File: config.mk
export PLATFORM = sky130hd
export DESIGN_NAME = cbt_raster
export DESIGN_NICKNAME = d
export VERILOG_FILES = /design/src/rtl/assert_macros.svh /design/src/rtl/cbt_pkg.sv /design/src/rtl/cbt_raster.sv
export SDC_FILE = /design/constraint.sdc
export NUM_CORES = 1
export LEC_CHECK = 0
export BUFFER_PORTS_ARGS = -buffer_cell sky130_fd_sc_hd__buf_4
export CORE_AREA = 2 2 134 136
export DETAILED_ROUTE_END_ITERATION = 10
export DIE_AREA = 0 0 136 138
export PLACE_DENSITY = 0.91
export SLEW_MARGIN = 20
export SYNTH_ARGS = -nofsm -noshare
export SYNTH_HDL_FRONTEND = slang
export SYNTH_SLANG_ARGS = --single-unit
File: constraint.sdc
create_clock -name clk -period 5 [get_ports clk]
set_input_delay 0.25 -clock clk [delete_from_list [all_inputs] [get_ports clk]]
set_output_delay 0.25 -clock clk [all_outputs]
set_load 0.005 [all_outputs]
File: src/rtl/assert_macros.svh
// ----------------------------------------------------------------------------
// Assertion macros
// Shared concurrent assertion forms for the text blitter RTL.
// ----------------------------------------------------------------------------
`ifndef ASSERT_MACROS_SVH
`define ASSERT_MACROS_SVH

// clocked check, no reset qualifier
`define CBT_ASSERT_CLK(lbl, clk, prop, msg) \
	lbl: assert property (@(posedge clk) prop) else $error(msg);

// clocked check, off while the active-low reset is asserted
`define CBT_ASSERT(lbl, clk, rst_n, prop, msg) \
	`CBT_ASSERT_CLK(lbl, clk, disable iff (!rst_n) prop, msg)

`endif

File: src/rtl/cbt_pkg.sv
// ----------------------------------------------------------------------------
// cbt_pkg
// Types, constants and helpers of the clipped 8x8 font text blitter.
// ----------------------------------------------------------------------------
package cbt_pkg;

	localparam int GLYPH_COUNT = 256;
	localparam int COORD_BITS  = 12;
	localparam int STORE_DEPTH = GLYPH_COUNT * 8;
	localparam int ADDR_W      = $clog2(STORE_DEPTH);
	localparam int GLYPH_W     = $clog2(GLYPH_COUNT);
	localparam int SCR_W       = 10;
	localparam int COLOR_W     = 16;
	localparam int POS_W       = 12;
	localparam int FADDR_W     = 11;
	localparam int WIDE_W      = 17;
	localparam int CFG_IDX_W   = 3;
	localparam int CFG_DATA_W  = 10;
	localparam int COORD_MAX   = (1 << (COORD_BITS - 1)) - 1;
	localparam int COORD_MIN   = -COORD_MAX - 1;
	localparam int GLYPH_STEP  = 8;

	localparam logic [1:0] CMD_LOAD = 2'd0;
	localparam logic [1:0] CMD_PEN  = 2'd1;
	localparam logic [1:0] CMD_DRAW = 2'd2;

	localparam logic [7:0] CHAR_NL = 8'h0A;
	localparam logic [7:0] CHAR_CR = 8'h0D;

	localparam logic [CFG_IDX_W-1:0] REG_CLIP_LEFT   = 3'd0;
	localparam logic [CFG_IDX_W-1:0] REG_CLIP_TOP    = 3'd1;
	localparam logic [CFG_IDX_W-1:0] REG_CLIP_RIGHT  = 3'd2;
	localparam logic [CFG_IDX_W-1:0] REG_CLIP_BOTTOM = 3'd3;
	localparam logic [CFG_IDX_W-1:0] REG_WIDE_COLOR  = 3'd4;

	typedef logic signed [COORD_BITS-1:0] coord_t;

	typedef struct packed {
		logic [1:0]              command;
		logic signed [POS_W-1:0] pos_x;
		logic signed [POS_W-1:0] pos_y;
		logic [7:0]              char_code;
		logic [COLOR_W-1:0]      ink_color;
		logic [FADDR_W-1:0]      font_address;
		logic [7:0]              font_byte;
	} cmd_t;

	typedef struct packed {
		logic [SCR_W-1:0]   pixel_x;
		logic [SCR_W-1:0]   pixel_y;
		logic [COLOR_W-1:0] pixel_color;
		logic               last_pixel;
	} pix_t;

	typedef struct packed {
		logic [SCR_W-1:0] left;
		logic [SCR_W-1:0] top;
		logic [SCR_W-1:0] right;
		logic [SCR_W-1:0] bottom;
	} clip_t;

	typedef struct packed {
		logic               valid;
		logic [GLYPH_W-1:0] code;
		logic [COLOR_W-1:0] ink;
		coord_t             col;
		coord_t             row;
	} start_t;

	function automatic coord_t clamp_pos(input logic signed [POS_W-1:0] v);
		logic signed [WIDE_W-1:0] w;
		logic signed [WIDE_W-1:0] hi;
		logic signed [WIDE_W-1:0] lo;
		w  = WIDE_W'(v);
		hi = WIDE_W'(COORD_MAX);
		lo = WIDE_W'(COORD_MIN);
		if (w > hi)
			return COORD_BITS'(hi);
		if (w < lo)
			return COORD_BITS'(lo);
		return COORD_BITS'(w);
	endfunction

	function automatic coord_t step8(input coord_t v);
		logic signed [COORD_BITS:0] s;
		logic signed [COORD_BITS:0] hi;
		s  = (COORD_BITS + 1)'(v) + (COORD_BITS + 1)'(GLYPH_STEP);
		hi = (COORD_BITS + 1)'(COORD_MAX);
		if (s > hi)
			return COORD_BITS'(hi);
		return COORD_BITS'(s);
	endfunction

	function automatic logic in_clip(input logic signed [COORD_BITS:0] p,
			input logic [SCR_W-1:0] lo, input logic [SCR_W-1:0] hi);
		logic signed [COORD_BITS:0] lo_e;
		logic signed [COORD_BITS:0] hi_e;
		lo_e = (COORD_BITS + 1)'({1'b0, lo});
		hi_e = (COORD_BITS + 1)'({1'b0, hi});
		return (p >= lo_e) && (p <= hi_e);
	endfunction

endpackage

File: src/rtl/cbt_raster.sv
// ----------------------------------------------------------------------------
// cbt_raster
// Glyph sequencer: reads rows from the font store, emits visible pixels.
// ----------------------------------------------------------------------------
module cbt_raster (
	input  logic                       clk,
	input  logic                       arst_n,
	input  cbt_pkg::start_t            start,
	input  cbt_pkg::clip_t             clip,
	output logic                       busy,
	output logic [cbt_pkg::ADDR_W-1:0] raddr,
	input  logic [7:0]                 rdata,
	output logic                       pix_valid,
	input  logic                       pix_stall,
	output cbt_pkg::pix_t              pix
);

	localparam logic [2:0] ST_IDLE  = 3'd0;
	localparam logic [2:0] ST_READ  = 3'd1;
	localparam logic [2:0] ST_LOAD  = 3'd2;
	localparam logic [2:0] ST_EMIT  = 3'd3;
	localparam logic [2:0] ST_FLUSH = 3'd4;

	localparam int CW = cbt_pkg::COORD_BITS + 1;

	logic [2:0]                         state_q;
	logic [cbt_pkg::GLYPH_W-1:0]        code_q;
	logic [cbt_pkg::COLOR_W-1:0]        ink_q;
	cbt_pkg::coord_t                    col_q;
	cbt_pkg::coord_t                    row_q;
	logic [2:0]                         line_q;
	logic [7:0]                         colvis_q;
	logic                               rowvis_q;
	logic [cbt_pkg::SCR_W-1:0]          py_q;
	logic [7:0]                         mask_q;
	logic                               pend_valid_q;
	logic [cbt_pkg::SCR_W-1:0]          pend_x_q;
	logic [cbt_pkg::SCR_W-1:0]          pend_y_q;
	logic                               out_valid_q;
	cbt_pkg::pix_t                      out_q;

	logic [7:0]                         colvis_d;
	logic signed [CW-1:0]               py_full;
	logic                               found;
	logic [2:0]                         pick_c;
	logic [cbt_pkg::SCR_W-1:0]          pick_x;
	logic                               out_free;
	logic                               take;
	logic                               flush;

	always_comb begin
		logic signed [CW-1:0] p;
		colvis_d = '0;
		for (int c = 0; c < 8; c++) begin
			p = CW'(start.col) + CW'(c);
			colvis_d[7-c] = cbt_pkg::in_clip(p, clip.left, clip.right);
		end
	end

	always_comb begin
		found  = 1'b0;
		pick_c = '0;
		for (int c = 0; c < 8; c++) begin
			if (!found && mask_q[7-c]) begin
				found  = 1'b1;
				pick_c = 3'(c);
			end
		end
	end

	assign py_full  = CW'(row_q) + CW'({1'b0, line_q});
	assign pick_x   = col_q[cbt_pkg::SCR_W-1:0] + cbt_pkg::SCR_W'(pick_c);
	assign out_free = !out_valid_q || !pix_stall;
	assign take     = (state_q == ST_EMIT) && found && (!pend_valid_q || out_free);
	assign flush    = (state_q == ST_FLUSH) && pend_valid_q && out_free;
	assign raddr    = {code_q, line_q};
	assign busy     = (state_q != ST_IDLE);
	assign pix_valid = out_valid_q;
	assign pix      = out_q;

	always_ff @(posedge clk or negedge arst_n) begin
		if (!arst_n) begin
			state_q      <= ST_IDLE;
			pend_valid_q <= 1'b0;
			out_valid_q  <= 1'b0;
		end else begin
			unique case (state_q)
				ST_IDLE: begin
					if (start.valid)
						state_q <= ST_READ;
				end
				ST_READ: state_q <= ST_LOAD;
				ST_LOAD: state_q <= ST_EMIT;
				ST_EMIT: begin
					if (!found)
						state_q <= (line_q == 3'd7) ? ST_FLUSH : ST_READ;
				end
				ST_FLUSH: begin
					if (!pend_valid_q || out_free)
						state_q <= ST_IDLE;
				end
				default: state_q <= ST_IDLE;
			endcase
			if (take)
				pend_valid_q <= 1'b1;
			else if (flush)
				pend_valid_q <= 1'b0;
			if ((take && pend_valid_q) || flush)
				out_valid_q <= 1'b1;
			else if (!pix_stall)
				out_valid_q <= 1'b0;
		end
	end

	always_ff @(posedge clk) begin
		if (state_q == ST_IDLE && start.valid) begin
			code_q   <= start.code;
			ink_q    <= start.ink;
			col_q    <= start.col;
			row_q    <= start.row;
			line_q   <= '0;
			colvis_q <= colvis_d;
		end
		if (state_q == ST_READ) begin
			rowvis_q <= cbt_pkg::in_clip(py_full, clip.top, clip.bottom);
			py_q     <= py_full[cbt_pkg::SCR_W-1:0];
		end
		if (state_q == ST_LOAD)
			mask_q <= rdata & colvis_q & {8{rowvis_q}};
		if (state_q == ST_EMIT && !found)
			line_q <= line_q + 3'd1;
		if (take) begin
			mask_q   <= mask_q & ~(8'h80 >> pick_c);
			pend_x_q <= pick_x;
			pend_y_q <= py_q;
		end
		if ((take && pend_valid_q) || flush) begin
			out_q.pixel_x     <= pend_x_q;
			out_q.pixel_y     <= pend_y_q;
			out_q.pixel_color <= ink_q;
			out_q.last_pixel  <= flush;
		end
	end

endmodule

==> results.toml <==
[setup_path]
worst-path-max-fanout = 5
crit_type = "reg2reg"
worst_ep_required_time_ps = 5220
critPathArrivalTime_ps = 3640
worst_setup_path_end_kind = "flip-flop"
r2r_cells = 12
cp-start-kind = "flip-flop"

[placed_design]
place.gp.congestion = 1.01
portBuffers = 149
dp_cells = 1264
dp_hpwl_um = 20500
place_area_um2 = 11200

[layout]
mostFrequentLayoutCells = "177 x ha_1, 151 x buf_4, 133 x edfxtp_1"
multi_input_area_um2 = 5450
final_cell_count_no_fill = 1315
fill_cells = 1237
seq_area_um2 = 4120
synthToLayoutAreaGrowth_pct = 22.1
layout-drive-gt1-share_pct = 18.0
stdcell_area_um2 = 12000
diodes = 0
post-route-util_pct = 68.6
final_common_cell = "ha_1"
nets = 1352

[sta]
tightest_slew_ps = 1020
grt_setup_unrepaired = "no"
skew_ps = 9.77
hold_violations = 0
slew_violations = 0
fin_crit_ps = 3420
fmax_ghz = 0.292
finalCritPeriodShare_pct = 68.4
setup_violations = 0
finalSetupTns_ps = 0
relSlewSlack_pct = 32.1

[status]
status = "finished clean"

[synthesis]
synth_cell_types = 66
synth_async_sr_flop_share_pct = 3.62
ys_ff_latch = 138
synth_flop_cell = "edfxtp_1"
synthesis.nets = 1179
netlist_instances = 900
yosysWarnings = 0
synth-seq-area-share_pct = 41.8
syn_avg_cell_area_um2 = 11.0
syn_area_um2 = 9860
synth_edf_count = 133

[routing]
drt_iter0_drc = 825
detail-route-antenna-nets = 0
avgViaCountPerCell = 6.26
routed_wl_um = 28700
wl_per_cell_um = 21.8
drt_first_pass_iters = 5
routed-via-count = 8229
drcViolationCount = 0

[clocking]
cts_tree = "yes"
numCtsBuffers = 17
cts_root_buf = "clkbuf_16"
clk_path_buf_depth = 2
cts_sinks = 138
clk_latency_ps = 420
htreeDepth = 4
clkTransAtPathRegs_ps = 60
post_cts_buffers = 0

[worst_hold_path]
hold_class = "in2reg"
hold_depth = 1

[pwr]
p_leak_nw = 5.27
peakVddDrop_mv = 0.270
p_per_area_nw_per_um2 = 337

[floorplan]
die_area_um2 = 18800
row_count = 49
die_height_um = 138
core_um2 = 17500
die_w_um = 136
initial_core_util_pct = 56.2
ios = 150

[flow_run]
maxCapViolCount = 0

[global_routing]
grtUsageTotal_pct = 31.4
antenna_found_initial = 0
grt_pass1_vias = 8498
overflow = 0
grt_pass1_wl_um = 45300
grt_max_degree = 38
-- per-stage QoR --
| stage | hold WS [ps] | setup WS (ps) | power [W] |
|---|---|---|---|
| after CTS | 0.582 | 1690 | 0.00404 |
| after global routing | 0.497 | 1420 | 0.00424 |
| after floorplan | -45.6 | 1170 | 0.00224 |
| after detailed placement | 57.6 | 1700 | 0.00268 |
| after global placement | 53.9 | 1850 | 0.00261 |
| final | 5.64 | 1580 | 0.00405 |
-- cells by family (layout without fill, tap and decap cells) --
kind of cell,Yosys count,count (layout),share of synthesized area (%)
DFF,138,138,41.8
muxes,8,8,0.825
adders and majority gates,179,179,22.9
xor gates and xnor gates,69,69,6.13
buffers and inverters,77,263,3.10
and+or+nand+nor,233,233,12.4
AOI/OAI and AO/OA,196,196,12.9
-- sequential cells by signal, summed over array words and instances, names as in the netlist, 8 cells and up --
register and cells:
ink_q 16, mask_q 8, pend_y_q 10, pix 37
py_q 10, code_q 8, pend_x_q 10, colvis_q 8
row_q 12, col_q 10
-- repair_timing --
action / 4_1_cts / 5_1_grt
hold buffers: 13 / 6
hold endpoints to repair: 17 / 6
gates resized for setup: 0 / 0
-- power breakdown --
group	internal, W	switching (W)
Clock	0.000807	0.000535
Sequential	0.00154	0.000117
Combinational	0.000457	0.000599
Total	0.00280	0.00125
-- path summary, 6_finish.rpt --
check	startpoint	slack [ps]	end
worst max-delay path	line_q[0]	1580	rowvis_q
worst min-delay path	start[45]	6	code_q[5]
worst max register to register	line_q[0]	1580	rowvis_q
worst min register to register	pend_x_q[0]	420	pix[27]
max in group asynchronous	arst_n	4720	state_q[0]
min in group asynchronous	arst_n	160	pix_valid
-- synth_stat cells (3+ instances only) --
cell	instances	area, um^2
a21o_1	16	120
edfxtp_1	133	3990
xnor2_1	32	280
and3_1	8	50.1
nor2b_1	16	100
nand4_1	21	131
nand3_1	23	115
o21bai_1	4	30.0
o21ai_0	39	195
clkbuf_1	5	18.8
o22ai_1	5	31.3
buf_2	7	35.0
and2_1	4	25.0
nor2_1	43	161
o211ai_1	8	60.1
ha_1	177	2210
nand2b_1	4	25.0
and4_1	12	105
dfrtp_1	5	125
a21oi_1	58	290
nor3_1	21	105
xor2_1	37	324
a211oi_1	11	82.6
mux2i_1	7	70.1
nand2_1	64	240
a31oi_1	7	43.8
o31ai_1	12	90.1
inv_1	61	229
a221oi_1	5	43.8
a211o_1	4	35.0
buf_1	3	11.3
-- cell type report --
| type | instances | area share (%) |
|---|---|---|
| clock inverters | 15 | 1.66 |
| clock buffers | 17 | 3.53 |
| well taps | 229 | 2.38 |
| inverters | 61 | 1.90 |
| multi-input cells | 685 | 45.3 |
| flip-flops and latches | 138 | 34.2 |
| repair buffers | 170 | 11.0 |
-- layer usage --
metal / vias up / global-route usage [%] / part of all wire [%]
met5: - / 0 / 0
li1: 3751 / - / -
met1: 3876 / 36.7 / 38
met2: 485 / 52.5 / 48
met4: 0 / 17.5 / 5.7
met3: 117 / 7.52 / 8.6
-- critical path, stage by stage (launching register included) --
cell       delay, ps
edfxtp_1         420
ha_1             210
inv_1             60
fa_1             410
nor2b_1          350
o2111ai_1        180
xnor2_1          320
ha_1             310
a21oi_1          150
o21ai_0          110
a221oi_1         300
o31ai_1          120
a211oi_1         280
Note: power is estimated with default switching activity, not from simulation.
